===== src/hdl/pct_pkg.sv =====
// shared types, codes and widths of the priority thread picker
package pct_pkg;

  localparam int OPC_W      = 2;
  localparam int TID_W      = 4;
  localparam int STS_W      = 2;
  localparam int POS_W      = 4;
  localparam int KIND_W     = 3;
  localparam int STEP_W     = 16;
  localparam int CFG_IDX_W  = 1;
  localparam int CFG_DATA_W = 16;

  localparam logic [CFG_IDX_W-1:0] CFG_PCT_ENABLE = 1'd0;
  localparam logic [CFG_IDX_W-1:0] CFG_STEP_LIMIT = 1'd1;

  typedef enum logic [OPC_W-1:0] {
    OP_ADD    = 2'd0,
    OP_SET    = 2'd1,
    OP_SELECT = 2'd2
  } opcode_e;

  typedef enum logic [STS_W-1:0] {
    ST_DISABLED = 2'd0,
    ST_ENABLED  = 2'd1,
    ST_SLEEPING = 2'd2
  } status_e;

  typedef enum logic [KIND_W-1:0] {
    K_ACK      = 3'd0,
    K_PICK     = 3'd1,
    K_FALLBACK = 3'd2,
    K_WAKE     = 3'd3,
    K_NONE     = 3'd4,
    K_FULL     = 3'd5
  } kind_e;

  typedef enum logic [3:0] {
    S_IDLE,
    S_DISPATCH,
    S_ADD_CHK,
    S_ADD_SHIFT,
    S_ADD_MOVE,
    S_SET_WR,
    S_WALK,
    S_WALK_ST,
    S_WALK_CHK,
    S_DONE
  } state_e;

  typedef struct packed {
    logic  capture;
    logic  stat_rd_tid;
    logic  stat_rd_entry;
    logic  stat_wr;
    logic  idx_load_cnt;
    logic  idx_clear;
    logic  idx_dec;
    logic  idx_inc;
    logic  plist_rd_prev;
    logic  plist_rd_idx;
    logic  plist_wr_move;
    logic  plist_wr_ins;
    logic  step_upd;
    logic  res_set;
    kind_e res_kind;
    logic  res_pick_entry;
    logic  out_load;
  } pct_cmd_t;

  typedef struct packed {
    logic [OPC_W-1:0] opcode;
    logic             tid_ok;
    logic             st_ok;
    logic             list_full;
    logic             any_en;
    logic             any_sl;
    logic             pick_ok;
    logic             idx_gt_pos;
    logic             idx_lt_cnt;
    logic             entry_en;
    logic             out_free;
  } pct_sts_t;

endpackage


===== src/hdl/pct_if.sv =====
// request and result channel interfaces of the priority thread picker
interface pct_req_if;
  import pct_pkg::*;
  logic               valid;
  logic               ready;
  logic [OPC_W-1:0]   opcode;
  logic [TID_W-1:0]   thread_id;
  logic [STS_W-1:0]   status;
  logic [POS_W-1:0]   insert_pos;
  modport source (output valid, output opcode, output thread_id, output status,
                  output insert_pos, input ready);
  modport sink (input valid, input opcode, input thread_id, input status,
                input insert_pos, output ready);
endinterface

interface pct_res_if;
  import pct_pkg::*;
  logic              valid;
  logic              ready;
  logic [KIND_W-1:0] kind;
  logic [TID_W-1:0]  picked_id;
  logic              livelock;
  modport source (output valid, output kind, output picked_id, output livelock,
                  input ready);
  modport sink (input valid, input kind, input picked_id, input livelock,
                output ready);
endinterface


===== src/hdl/pct_priority_thread_picker.sv =====
// top level of the priority thread picker
// One request is worked at a time; its result sits in an output register, and
// the next request is taken while that result waits. A request answered at once
// (a select without a pick, a full list, an unused code or thread) goes from
// dispatch straight to its result; a set-status reads and then writes the
// status memory; an add writes the status, moves each list entry behind its
// place down by reading it and writing it one slot on, then inserts; a priority
// pick reads each list entry in turn and then that entry's status, and stops at
// the first enabled one or at the end of the list. A result that waits in the
// output register holds the next one in its last state for as long as it
// waits. Enabled and sleeping threads are kept in counters, so no status scan
// is needed. Reset is immediate: there is no clearing pass.
module pct_priority_thread_picker #(
  parameter int MAX_THREADS = 16
) (
  input  logic                           clk_i,
  input  logic                           rst_ni,
  pct_req_if.sink                        req_i,
  pct_res_if.source                      rsp_o,
  input  logic                           cfg_we_i,
  input  logic [pct_pkg::CFG_IDX_W-1:0]  cfg_idx_i,
  input  logic [pct_pkg::CFG_DATA_W-1:0] cfg_data_i
);
  import pct_pkg::*;

  pct_cmd_t cmd;
  pct_sts_t sts;

  pct_ctrl u_ctrl (
    .clk_i      (clk_i),
    .rst_ni     (rst_ni),
    .in_valid_i (req_i.valid),
    .in_ready_o (req_i.ready),
    .sts_i      (sts),
    .cmd_o      (cmd)
  );

  pct_dpath #(
    .MAX_THREADS (MAX_THREADS)
  ) u_dpath (
    .clk_i            (clk_i),
    .rst_ni           (rst_ni),
    .cmd_i            (cmd),
    .sts_o            (sts),
    .req_opcode_i     (req_i.opcode),
    .req_thread_id_i  (req_i.thread_id),
    .req_status_i     (req_i.status),
    .req_insert_pos_i (req_i.insert_pos),
    .cfg_we_i         (cfg_we_i),
    .cfg_idx_i        (cfg_idx_i),
    .cfg_data_i       (cfg_data_i),
    .res_valid_o      (rsp_o.valid),
    .res_ready_i      (rsp_o.ready),
    .res_kind_o       (rsp_o.kind),
    .res_picked_id_o  (rsp_o.picked_id),
    .res_livelock_o   (rsp_o.livelock)
  );

endmodule


===== src/hdl/pct_ctrl.sv =====
// sequencing state machine of the priority thread picker
module pct_ctrl (
  input  logic              clk_i,
  input  logic              rst_ni,
  input  logic              in_valid_i,
  output logic              in_ready_o,
  input  pct_pkg::pct_sts_t sts_i,
  output pct_pkg::pct_cmd_t cmd_o
);
  import pct_pkg::*;

  state_e state_q, state_d;

  always_ff @(posedge clk_i or negedge rst_ni) begin
    if (!rst_ni) begin
      state_q <= S_IDLE;
    end else begin
      state_q <= state_d;
    end
  end

  always_comb begin
    state_d    = state_q;
    cmd_o      = '0;
    in_ready_o = 1'b0;
    unique case (state_q)
      S_IDLE: begin
        in_ready_o = 1'b1;
        if (in_valid_i) begin
          cmd_o.capture = 1'b1;
          state_d       = S_DISPATCH;
        end
      end
      S_DISPATCH: begin
        unique case (opcode_e'(sts_i.opcode))
          OP_ADD: begin
            if (!sts_i.tid_ok) begin
              cmd_o.res_set  = 1'b1;
              cmd_o.res_kind = K_ACK;
              state_d        = S_DONE;
            end else if (sts_i.list_full) begin
              cmd_o.res_set  = 1'b1;
              cmd_o.res_kind = K_FULL;
              state_d        = S_DONE;
            end else begin
              cmd_o.stat_rd_tid  = 1'b1;
              cmd_o.idx_load_cnt = 1'b1;
              state_d            = S_ADD_CHK;
            end
          end
          OP_SET: begin
            if (sts_i.tid_ok && sts_i.st_ok) begin
              cmd_o.stat_rd_tid = 1'b1;
              state_d           = S_SET_WR;
            end else begin
              cmd_o.res_set  = 1'b1;
              cmd_o.res_kind = K_ACK;
              state_d        = S_DONE;
            end
          end
          OP_SELECT: begin
            if (!sts_i.any_en) begin
              cmd_o.res_set  = 1'b1;
              cmd_o.res_kind = sts_i.any_sl ? K_WAKE : K_NONE;
              state_d        = S_DONE;
            end else if (!sts_i.pick_ok) begin
              cmd_o.step_upd = 1'b1;
              cmd_o.res_set  = 1'b1;
              cmd_o.res_kind = K_FALLBACK;
              state_d        = S_DONE;
            end else begin
              cmd_o.step_upd  = 1'b1;
              cmd_o.idx_clear = 1'b1;
              state_d         = S_WALK;
            end
          end
          default: begin
            cmd_o.res_set  = 1'b1;
            cmd_o.res_kind = K_ACK;
            state_d        = S_DONE;
          end
        endcase
      end
      S_ADD_CHK: begin
        cmd_o.stat_wr = 1'b1;
        state_d       = S_ADD_SHIFT;
      end
      S_ADD_SHIFT: begin
        if (sts_i.idx_gt_pos) begin
          cmd_o.plist_rd_prev = 1'b1;
          state_d             = S_ADD_MOVE;
        end else begin
          cmd_o.plist_wr_ins = 1'b1;
          cmd_o.res_set      = 1'b1;
          cmd_o.res_kind     = K_ACK;
          state_d            = S_DONE;
        end
      end
      S_ADD_MOVE: begin
        cmd_o.plist_wr_move = 1'b1;
        cmd_o.idx_dec       = 1'b1;
        state_d             = S_ADD_SHIFT;
      end
      S_SET_WR: begin
        cmd_o.stat_wr  = 1'b1;
        cmd_o.res_set  = 1'b1;
        cmd_o.res_kind = K_ACK;
        state_d        = S_DONE;
      end
      S_WALK: begin
        if (sts_i.idx_lt_cnt) begin
          cmd_o.plist_rd_idx = 1'b1;
          state_d            = S_WALK_ST;
        end else begin
          cmd_o.res_set  = 1'b1;
          cmd_o.res_kind = K_PICK;
          state_d        = S_DONE;
        end
      end
      S_WALK_ST: begin
        cmd_o.stat_rd_entry = 1'b1;
        state_d             = S_WALK_CHK;
      end
      S_WALK_CHK: begin
        if (sts_i.entry_en) begin
          cmd_o.res_set        = 1'b1;
          cmd_o.res_kind       = K_PICK;
          cmd_o.res_pick_entry = 1'b1;
          state_d              = S_DONE;
        end else begin
          cmd_o.idx_inc = 1'b1;
          state_d       = S_WALK;
        end
      end
      S_DONE: begin
        if (sts_i.out_free) begin
          cmd_o.out_load = 1'b1;
          state_d        = S_IDLE;
        end
      end
      default: begin
        state_d = S_IDLE;
      end
    endcase
  end

endmodule


===== src/hdl/pct_dpath.sv =====
// tables, counters, configuration and result registers of the thread picker
module pct_dpath #(
  parameter int MAX_THREADS = 16
) (
  input  logic                           clk_i,
  input  logic                           rst_ni,
  input  pct_pkg::pct_cmd_t              cmd_i,
  output pct_pkg::pct_sts_t              sts_o,
  input  logic [pct_pkg::OPC_W-1:0]      req_opcode_i,
  input  logic [pct_pkg::TID_W-1:0]      req_thread_id_i,
  input  logic [pct_pkg::STS_W-1:0]      req_status_i,
  input  logic [pct_pkg::POS_W-1:0]      req_insert_pos_i,
  input  logic                           cfg_we_i,
  input  logic [pct_pkg::CFG_IDX_W-1:0]  cfg_idx_i,
  input  logic [pct_pkg::CFG_DATA_W-1:0] cfg_data_i,
  output logic                           res_valid_o,
  input  logic                           res_ready_i,
  output logic [pct_pkg::KIND_W-1:0]     res_kind_o,
  output logic [pct_pkg::TID_W-1:0]      res_picked_id_o,
  output logic                           res_livelock_o
);
  import pct_pkg::*;

  localparam int IDX_W = (MAX_THREADS > 2) ? $clog2(MAX_THREADS) : 1;
  localparam int CNT_W = $clog2(MAX_THREADS + 1);

  logic [OPC_W-1:0]  op_q;
  logic [TID_W-1:0]  tid_q;
  logic [STS_W-1:0]  st_q;
  logic [POS_W-1:0]  pos_q;

  logic [TID_W-1:0]  plist_mem [MAX_THREADS];
  logic [TID_W-1:0]  plist_rdata_q;
  logic [STS_W-1:0]  stat_mem [MAX_THREADS];
  logic [STS_W-1:0]  stat_mem_rd_q;
  logic              stat_vld_q [MAX_THREADS];
  logic              stat_vld_rd_q;

  logic [CNT_W-1:0]  list_count_q;
  logic [CNT_W-1:0]  n_en_q;
  logic [CNT_W-1:0]  n_sl_q;
  logic [CNT_W-1:0]  idx_q;
  logic [STEP_W-1:0] step_count_q;
  logic [STEP_W-1:0] step_limit_q;
  logic              pct_en_q;
  logic              livelock_q;

  kind_e             res_kind_q;
  logic [TID_W-1:0]  res_pick_q;
  logic              out_valid_q;
  kind_e             out_kind_q;
  logic [TID_W-1:0]  out_pick_q;
  logic              out_live_q;

  logic [IDX_W-1:0]  tid_idx;
  logic [IDX_W-1:0]  stat_raddr;
  logic [IDX_W-1:0]  plist_raddr;
  logic [IDX_W-1:0]  plist_waddr;
  logic [TID_W-1:0]  plist_wdata;
  logic [CNT_W-1:0]  idx_m1;
  logic [CNT_W-1:0]  pos_eff;
  logic [STEP_W-1:0] step_inc;
  logic              over_limit;
  status_e           stat_old;
  status_e           stat_new;
  logic              old_en, old_sl, new_en, new_sl;

  assign tid_idx     = IDX_W'(tid_q);
  assign idx_m1      = idx_q - CNT_W'(1);
  assign pos_eff     = (32'(pos_q) > 32'(list_count_q)) ? list_count_q : CNT_W'(pos_q);
  assign step_inc    = (step_count_q == '1) ? step_count_q : step_count_q + STEP_W'(1);
  assign over_limit  = step_inc > step_limit_q;
  assign stat_old    = stat_vld_rd_q ? status_e'(stat_mem_rd_q) : ST_DISABLED;
  assign stat_new    = (op_q == OP_ADD) ? ST_ENABLED : status_e'(st_q);
  assign old_en      = stat_old == ST_ENABLED;
  assign old_sl      = stat_old == ST_SLEEPING;
  assign new_en      = stat_new == ST_ENABLED;
  assign new_sl      = stat_new == ST_SLEEPING;
  assign stat_raddr  = cmd_i.stat_rd_entry ? IDX_W'(plist_rdata_q) : tid_idx;
  assign plist_raddr = cmd_i.plist_rd_prev ? idx_m1[IDX_W-1:0] : idx_q[IDX_W-1:0];
  assign plist_waddr = cmd_i.plist_wr_ins ? pos_eff[IDX_W-1:0] : idx_q[IDX_W-1:0];
  assign plist_wdata = cmd_i.plist_wr_ins ? tid_q : plist_rdata_q;

  always_comb begin
    sts_o            = '0;
    sts_o.opcode     = op_q;
    sts_o.tid_ok     = 32'(tid_q) < MAX_THREADS;
    sts_o.st_ok      = (st_q == ST_DISABLED) || (st_q == ST_ENABLED) ||
                       (st_q == ST_SLEEPING);
    sts_o.list_full  = list_count_q == CNT_W'(MAX_THREADS);
    sts_o.any_en     = n_en_q != '0;
    sts_o.any_sl     = n_sl_q != '0;
    sts_o.pick_ok    = pct_en_q && !over_limit;
    sts_o.idx_gt_pos = idx_q > pos_eff;
    sts_o.idx_lt_cnt = idx_q < list_count_q;
    sts_o.entry_en   = old_en;
    sts_o.out_free   = !out_valid_q || res_ready_i;
  end

  // captured request
  always_ff @(posedge clk_i) begin
    if (cmd_i.capture) begin
      op_q  <= req_opcode_i;
      tid_q <= req_thread_id_i;
      st_q  <= req_status_i;
      pos_q <= req_insert_pos_i;
    end
  end

  // priority list memory
  always_ff @(posedge clk_i) begin
    if (cmd_i.plist_wr_ins || cmd_i.plist_wr_move) begin
      plist_mem[plist_waddr] <= plist_wdata;
    end
    if (cmd_i.plist_rd_prev || cmd_i.plist_rd_idx) begin
      plist_rdata_q <= plist_mem[plist_raddr];
    end
  end

  // status memory
  always_ff @(posedge clk_i) begin
    if (cmd_i.stat_wr) begin
      stat_mem[tid_idx] <= stat_new;
    end
    if (cmd_i.stat_rd_tid || cmd_i.stat_rd_entry) begin
      stat_mem_rd_q <= stat_mem[stat_raddr];
      stat_vld_rd_q <= stat_vld_q[stat_raddr];
    end
  end

  // unwritten status entries read as disabled
  always_ff @(posedge clk_i or negedge rst_ni) begin
    if (!rst_ni) begin
      for (int i = 0; i < MAX_THREADS; i++) begin
        stat_vld_q[i] <= 1'b0;
      end
    end else if (cmd_i.stat_wr) begin
      stat_vld_q[tid_idx] <= 1'b1;
    end
  end

  always_ff @(posedge clk_i or negedge rst_ni) begin
    if (!rst_ni) begin
      list_count_q <= '0;
      n_en_q       <= '0;
      n_sl_q       <= '0;
      idx_q        <= '0;
      step_count_q <= '0;
      step_limit_q <= '1;
      pct_en_q     <= 1'b1;
      livelock_q   <= 1'b0;
    end else begin
      if (cmd_i.plist_wr_ins) begin
        list_count_q <= list_count_q + CNT_W'(1);
      end
      if (cmd_i.stat_wr) begin
        if (old_en && !new_en) begin
          n_en_q <= n_en_q - CNT_W'(1);
        end else if (!old_en && new_en) begin
          n_en_q <= n_en_q + CNT_W'(1);
        end
        if (old_sl && !new_sl) begin
          n_sl_q <= n_sl_q - CNT_W'(1);
        end else if (!old_sl && new_sl) begin
          n_sl_q <= n_sl_q + CNT_W'(1);
        end
      end
      if (cmd_i.idx_load_cnt) begin
        idx_q <= list_count_q;
      end else if (cmd_i.idx_clear) begin
        idx_q <= '0;
      end else if (cmd_i.idx_dec) begin
        idx_q <= idx_m1;
      end else if (cmd_i.idx_inc) begin
        idx_q <= idx_q + CNT_W'(1);
      end
      if (cmd_i.step_upd) begin
        step_count_q <= step_inc;
        if (pct_en_q && over_limit) begin
          livelock_q <= 1'b1;
        end
      end
      if (cfg_we_i) begin
        if (cfg_idx_i == CFG_PCT_ENABLE) begin
          pct_en_q <= cfg_data_i[0];
        end else if (cfg_idx_i == CFG_STEP_LIMIT) begin
          step_limit_q <= cfg_data_i[STEP_W-1:0];
        end
      end
    end
  end

  // result staging and output register
  always_ff @(posedge clk_i) begin
    if (cmd_i.res_set) begin
      res_kind_q <= cmd_i.res_kind;
      res_pick_q <= cmd_i.res_pick_entry ? plist_rdata_q : '0;
    end
    if (cmd_i.out_load) begin
      out_kind_q <= res_kind_q;
      out_pick_q <= res_pick_q;
      out_live_q <= livelock_q;
    end
  end

  always_ff @(posedge clk_i or negedge rst_ni) begin
    if (!rst_ni) begin
      out_valid_q <= 1'b0;
    end else if (cmd_i.out_load) begin
      out_valid_q <= 1'b1;
    end else if (res_ready_i) begin
      out_valid_q <= 1'b0;
    end
  end

  assign res_valid_o     = out_valid_q;
  assign res_kind_o      = out_kind_q;
  assign res_picked_id_o = out_pick_q;
  assign res_livelock_o  = out_live_q;

endmodule


===== src/flat_wrapper.sv =====
// flat-port wrapper written by rule: the top's interface ports become plain ports
module pct_priority_thread_picker_flat import pct_pkg::*;
#(
  parameter int MAX_THREADS = 16
)
  (clk_i, rst_ni, cfg_we_i, cfg_idx_i, cfg_data_i, req_i_valid, req_i_opcode, req_i_thread_id, req_i_status, req_i_insert_pos, req_i_ready, rsp_o_valid, rsp_o_kind, rsp_o_picked_id, rsp_o_livelock, rsp_o_ready);
  pct_req_if req_i_i ();
  pct_res_if rsp_o_i ();
  input  logic clk_i;
  input  logic rst_ni;
  input  logic cfg_we_i;
  input  logic [pct_pkg::CFG_IDX_W-1:0] cfg_idx_i;
  input  logic [pct_pkg::CFG_DATA_W-1:0] cfg_data_i;
  input wire logic [$bits(req_i_i.valid)-1:0] req_i_valid;
  input wire logic [$bits(req_i_i.opcode)-1:0] req_i_opcode;
  input wire logic [$bits(req_i_i.thread_id)-1:0] req_i_thread_id;
  input wire logic [$bits(req_i_i.status)-1:0] req_i_status;
  input wire logic [$bits(req_i_i.insert_pos)-1:0] req_i_insert_pos;
  output wire logic [$bits(req_i_i.ready)-1:0] req_i_ready;
  output wire logic [$bits(rsp_o_i.valid)-1:0] rsp_o_valid;
  output wire logic [$bits(rsp_o_i.kind)-1:0] rsp_o_kind;
  output wire logic [$bits(rsp_o_i.picked_id)-1:0] rsp_o_picked_id;
  output wire logic [$bits(rsp_o_i.livelock)-1:0] rsp_o_livelock;
  input wire logic [$bits(rsp_o_i.ready)-1:0] rsp_o_ready;
  assign req_i_i.valid = req_i_valid;
  assign req_i_i.opcode = req_i_opcode;
  assign req_i_i.thread_id = req_i_thread_id;
  assign req_i_i.status = req_i_status;
  assign req_i_i.insert_pos = req_i_insert_pos;
  assign req_i_ready = req_i_i.ready;
  assign rsp_o_valid = rsp_o_i.valid;
  assign rsp_o_kind = rsp_o_i.kind;
  assign rsp_o_picked_id = rsp_o_i.picked_id;
  assign rsp_o_livelock = rsp_o_i.livelock;
  assign rsp_o_i.ready = rsp_o_ready;
  pct_priority_thread_picker #(.MAX_THREADS(MAX_THREADS)) u_core (.clk_i(clk_i), .rst_ni(rst_ni), .req_i(req_i_i), .rsp_o(rsp_o_i), .cfg_we_i(cfg_we_i), .cfg_idx_i(cfg_idx_i), .cfg_data_i(cfg_data_i));
endmodule

===== config.mk =====
export PLATFORM = sky130hd
export DESIGN_NAME = pct_priority_thread_picker_flat
export DESIGN_NICKNAME = d
export VERILOG_FILES = /design/src/hdl/pct_pkg.sv /design/src/hdl/pct_if.sv /design/src/hdl/pct_priority_thread_picker.sv /design/src/hdl/pct_ctrl.sv /design/src/hdl/pct_dpath.sv /design/src/flat_wrapper.sv
export SDC_FILE = /design/constraint.sdc
export NUM_CORES = 1
export LEC_CHECK = 0
export ABC_CLOCK_PERIOD_IN_PS = 4600
export BUFFER_PORTS_ARGS = -buffer_cell sky130_fd_sc_hd__buf_2
export CAP_MARGIN = 30
export CORE_AREA = 2 2 140 142
export CTS_CLUSTER_SIZE = 25
export DETAILED_ROUTE_END_ITERATION = 12
export DIE_AREA = 0 0 142 144
export PLACE_DENSITY = 0.8
export SLEW_MARGIN = 25
export SYNTH_ARGS = -nofsm -noshare
export SYNTH_HDL_FRONTEND = slang
export SYNTH_HIERARCHICAL = 1
export SYNTH_SLANG_ARGS = --single-unit
export TNS_END_PERCENT = 100

===== constraint.sdc =====
create_clock -name clk_i -period 4.6 [get_ports clk_i]
set_input_delay 0.23 -clock clk_i [delete_from_list [all_inputs] [get_ports clk_i]]
set_output_delay 0.23 -clock clk_i [all_outputs]
set_load 0.05 [all_outputs]

# ---- Word-level counts from Yosys, hierarchy flattened
# Memories as Yosys holds them, arrays and structs flattened. A register that Yosys moved wholly into a read port is not among the register bits.
# Cells that the tools add are included.
dict set report totals {
  ram_bits 96
  ff_bits 103
  latchBits 0
  word_cells 191
  n_memories 2
  mem_bits_ro 0
}
dict set report classes {
  n_lt_le_gt_ge 7
  n_div 0
  mul 0
  n_shift 0
  n_addsub 8
  muxes 77
  n_eq_ne 21
  bitwise 4
  reduce_logical 36
}
# memory depth word_bits read_ports rd_ports_with_merged_regs wr line_no
set memory_table {}
lappend memory_table {u_core.u_dpath.plist_mem 16 4 1 1 1 pct_dpath.sv:32} ;# logic [TID_W-1:0] plist_mem [MAX_THREADS];
lappend memory_table {u_core.u_dpath.stat_mem 16 2 1 1 1 pct_dpath.sv:34} ;# logic [STS_W-1:0] stat_mem [MAX_THREADS];
# cell n
set ops {}
lappend ops {{4-bit 2-to-1 mux} 19}
lappend ops {{5-bit 2-to-1 mux} 10}
lappend ops {{1-bit 2-to-1 mux} 36}
lappend ops {{4-bit one-hot mux with 9 select lines} 1}
lappend ops {{4-bit one-hot mux with 3 select lines} 2}
lappend ops {{5-bit by 1-bit adder with 5-bit output, second input constant} 4}
lappend ops {{4-bit one-hot mux with 5 select lines} 1}
lappend ops {{16-bit by 1-bit adder with 16-bit output, second input constant} 1}
lappend ops {{16-bit equality test, second input constant} 1}
lappend ops {{4-bit by 3-bit equality test with 1-bit output, second input constant} 4}
lappend ops {{16-bit > comparator} 1}
lappend ops {{16-bit 2-to-1 mux} 1}
lappend ops {{16-bit bitwise OR} 1}
lappend ops {{5-bit by 1-bit subtractor with 5-bit output, second input constant} 3}
lappend ops {{2-bit AND reduction} 6}
lappend ops {{5-bit >= comparator, second input constant} 2}
lappend ops {{4-bit NOT with 5-bit output} 2}
lappend ops {{5-bit nonzero test} 2}
lappend ops {{2-bit by 1-bit equality test with 1-bit output, second input constant} 4}
lappend ops {{2-bit equality test, second input constant} 4}
lappend ops {{4-bit by 2-bit equality test with 1-bit output, second input constant} 2}
lappend ops {{4-bit equality test, second input constant} 2}
lappend ops {{1-bit logical AND} 7}
lappend ops {{1-bit logical NOT} 6}
lappend ops {{20 further kinds} 31}

# ---- Logic depth before layout (Yosys ltp)
dict set report depth {
  word_depth 11
  depth_mapped 22
}

# ---- Cells and area by module
# Netlist, hierarchy kept.
# mod seq_area_each_um2 n_inst area_per_inst_um2 cells_each
set by_module_without_submodules {}
lappend by_module_without_submodules {pct_dpath 5701.7 1 9877.0 756}
lappend by_module_without_submodules {pct_ctrl 100.1 1 581.8 82}

# ---- Worst setup path before layout
# No wires, ideal clock.
dict set report synth_timing {
  kind {reg2reg}
  start {register u_core.u_dpath.list_count_q[1]}
  end {memory u_core.u_dpath.plist_mem[14][0] (enable)}
  path_buffers 2
  arrival_time_ns 4.403
  stages_incl_launch_ff 21
  required_time_ns 4.257
  setup_time_ns 0.343
  slack_ns -0.145
  path_cell_list {dfrtp_1 -> inv_1 -> ha_1 -> nor2b_1 -> o21a_1 -> o21a_1 -> o21ai_0 -> buf_2 -> mux2i_1 -> ha_1 -> nor2b_1 -> o21a_1 -> o21ai_0 -> a21oi_1 -> o22a_1 -> nor4_1 -> clkbuf_1 -> nand2_1 -> o21ai_0 -> nand2_1 -> mux2i_1}
}
# element line_no
set synth_rtl {}
lappend synth_rtl {{start, declared} pct_dpath.sv:39} ;# logic [CNT_W-1:0] list_count_q;
lappend synth_rtl {{start signal, assigned} pct_dpath.sv:154} ;# list_count_q <= list_count_q + CNT_W'(1);
lappend synth_rtl {{end, declared} pct_dpath.sv:32}

==> impl_metrics.yaml <==
clock_tree:
  clock-sinks: 205
  clock_path_buffers: 3
  clock_latency_ps: 510
  clkTransAtPathRegs_ps: 60
  cts_tree: "yes"
  cts.root.buffer_cell: "clkbuf_16"
  cts_buffers: 23
  h-tree-depth: 1
setup_path:
  path_class: "flip-flop to flip-flop"
  path_delay_family: "compound AO/OA/AOI/OAI gates"
  cp_common_cell: "o21a_1"
  critical_path.startpoint: "u_core/u_dpath/pos_q[1]$_DFFE_PP_"
  crit_required_ps: 4860
  critPathCaptureType: "flip-flop"
  critPathMaxStageDelay_ps: 510
  crit_slowest_cell: "mux4_2"
  cp.arrival_ps: 4670
  rr_startpoint: "u_core/u_dpath/pos_q[1]$_DFFE_PP_"
  path_buf_inv: 1
  crit_fanout: 8
  start_kind: "flip-flop"
  path_cells: "ha_1, nor2b_1, o21a_1, o21a_1, o21ai_2, mux2i_1, ha_1, nor2b_1, o21a_1, o21ai_1, a21oi_1, o22a_1, and4_4, xnor2_4, buf_12, mux4_2, o22ai_1, nor2_1"
synthesis:
  ys.flop_type: "edfxtp_1"
  yosysMostFrequentCell: "edfxtp_1"
  async_reset_ff_share_pct: 36.6
  syn-mean-instance-area_um2: 12.5
  ys_warn_count: 6
  yosys.area.top_type: "edfxtp_1"
  synth-seq-area-share_pct: 55.5
  synth_commonest_cells: "edfxtp_1, nand2_1, dfrtp_1, ha_1, inv_1"
  netlist_instances: 838
  synthDistinctLibCells: 68
  synth.cell_area_um2: 10500
  synthTopCellsByArea: "edfxtp_1, dfrtp_1, mux4_2"
  synth_seq_cells: 205
  synth-edff-count: 130
  synth.top_cell.area_share_pct: 37.3
outcome:
  outcome: "complete, no violations"
final_layout:
  area_growth_pct: 20.2
  drive_gt1_share_pct: 26.5
  finish.utilization_pct: 65.9
  n_fill_cell: 1316
  nNetsFinal: 1020
  seqCellArea_um2: 5800
  multi_input_area_um2: 4630
  n_antenna_cell: 0
global_route:
  grt_max_degree: 48
  grt_antenna_before_repair: 0
  grt_pass1_wl_um: 36700
  grt_pass1_vias: 7153
  gr-total-overflow: 0
  grt_use_total_pct: 22.8
sta:
  finalHoldViolations: 0
  setup_viol: 0
  relSlewSlack_pct: 31.0
  holdWs_ps: 94.6
  tightest_slew_ps: 1030
  finClkSkew_ps: 11.0
  period_minus_slack_ps: 4410
  tns_ps: 0
  slew_violations: 0
  fin_crit_sh_pct: 95.9
  clock.fmax_mhz: 227
  rsz0062_at_grt: "no"
  fin_ws_ps: 191
detailed_routing:
  avgRoutedWirePerCell_um: 19.6
  wl_um: 23400
  vias: 7202
  vias_per_cell: 6.02
  drc: 0
  drt_iter0_drc: 520
  firstDrtPassIters: 5
  antenna_left: 0
flow_run:
  drv_cap: 0
die:
  die-area_um2: 20400
  core_area_um2: 19100
  row_count: 51
  die_w_um: 142
  die_h_um: 144
  ioPinCount: 44
  initial_core_util_pct: 54.8
pwr:
  p_comb_share_pct: 35.5
  switching_share_pct: 33.5
  p_sw_mw: 2.36
  p_int_mw: 4.68
  seqPwrFrac_pct: 37.5
  p_clk_share_pct: 27.0
  peakVddDrop_v: 0.000393
  cellPowerDensity_nw_per_um2: 560
  p_leak_nw: 4.92
place:
  dp_slack_ps: -91.5
  gp_congestion: 0.912
  dp_hpwl_um: 15400
  io_buffers: 43
worst_hold_path:
  hold_class: "input pin to flip-flop"
  hold_path_startpoint: "cfg_idx_i"
## power by group through the flow
stage	clock network [mW]	logic, mW	registers, mW
after global routing	2.00	2.71	2.68
final	1.90	2.50	2.64
after CTS	1.94	2.27	2.63
after floorplan	0	1.66	2.61
after global placement	0	2.14	2.65
after detailed placement	0	2.21	2.66
## cell usage in the layout (no fill, tap or decap), types with 16 or more instances in the layout
master	count
edfxtp_1	130
xnor2_1	28
mux2_2	29
ha_1	42
mux4_2	28
dlygate4sd3_1	29
buf_4	36
nand2_1	94
o21ai_0	18
dfstp_2	17
inv_1	40
mux2i_1	18
nand2b_1	16
or2_2	20
nor2_1	40
dfrtp_1	58
a21oi_1	24
clkbuf_16	25
buf_2	42
## per-stage QoR
step / total power, mW / cell area (µm²) / cells
final: 7.04 / 12600 / 1196
after floorplan: 4.27 / 10500 / 839
after global routing: 7.39 / 12600 / 1196
after global placement: 4.79 / 11100 / 1116
after CTS: 6.83 / 12200 / 1187
after detailed placement: 4.87 / 11100 / 1117
## flip-flops by register name, indices dropped and copies added, names as in the netlist, 5 cells and up
register / cells
u_core/u_dpath/stat_vld_q: 16
u_core/u_dpath/n_en_q: 5
u_core/u_dpath/step_count_q: 16
u_core/u_dpath/step_limit_q: 16
u_core/u_dpath/stat_mem: 32
u_core/u_dpath/list_count_q: 5
u_core/u_dpath/n_sl_q: 5
u_core/u_dpath/plist_mem: 64
u_core/u_dpath/idx_q: 5
## worst min-delay path, delay by kind of cell
kind	cells	cell delay, ps
buffers and inverters	1	90
and+or+nand+nor	1	40
muxes	1	210
## per-layer routing
layer / up-vias / routed length (µm) / track usage, %
li1: 3286 / - / -
met1: 3563 / 9880 / 30.3
met2: 283 / 11500 / 38.3
met3: 70 / 1250 / 2.81
met4: 0 / 780 / 9.58
met5: - / 0 / 0
## cells by family after synthesis
family / synth area share (%)
and+or+nand+nor: 13.2
muxes: 11.5
other: 0.0359
adders and majority gates: 5.41
DFF: 55.5
AOI/OAI and AO/OA: 7.62
buffers and inverters: 3.17
xor gates and xnor gates: 3.51
## what timing repair did
action                                  4_1_cts  5_1_grt
setup buffers                                 0        7
gates cloned                                  0        2
resized for setup                             8       41
pin swaps                                     0        9
endpoints found under the setup margin       28       76
hold buffers                                 29        0
endpoints found under the hold margin        57        0
## path summary, 6_finish.rpt
check | depth (start not counted) | to | slack [ps]
setup / recovery | 18 | u_core/u_dpath/plist_rdata_q[0]$_DFFE_PP_ | 190
hold / removal | 3 | u_core/u_dpath/pct_en_q$_DFFE_PN1P_ | 90
setup reg to reg | 18 | u_core/u_dpath/plist_rdata_q[0]$_DFFE_PP_ | 190
hold reg to reg | 0 | u_core/u_dpath/res_kind_o[2]$_DFFE_PP_ | 430
max in group asynchronous | 3 | u_core/u_dpath/stat_vld_q[11]$_DFFE_PN0P_ | 3810
min in group asynchronous | 2 | u_core/u_dpath/list_count_q[4]$_DFFE_PN0P_ | 200
## layout make-up
class                           count  area share, %
Clock buffer                       29           5.00
Clock inverter                     12           1.29
Multi-Input combinational cell    558           36.9
Tap cell                          238           2.37
Sequential cell                   205           46.2
Timing Repair Buffer              112           7.07
Inverter                           42           1.25
(Power assumes the default switching activity.)
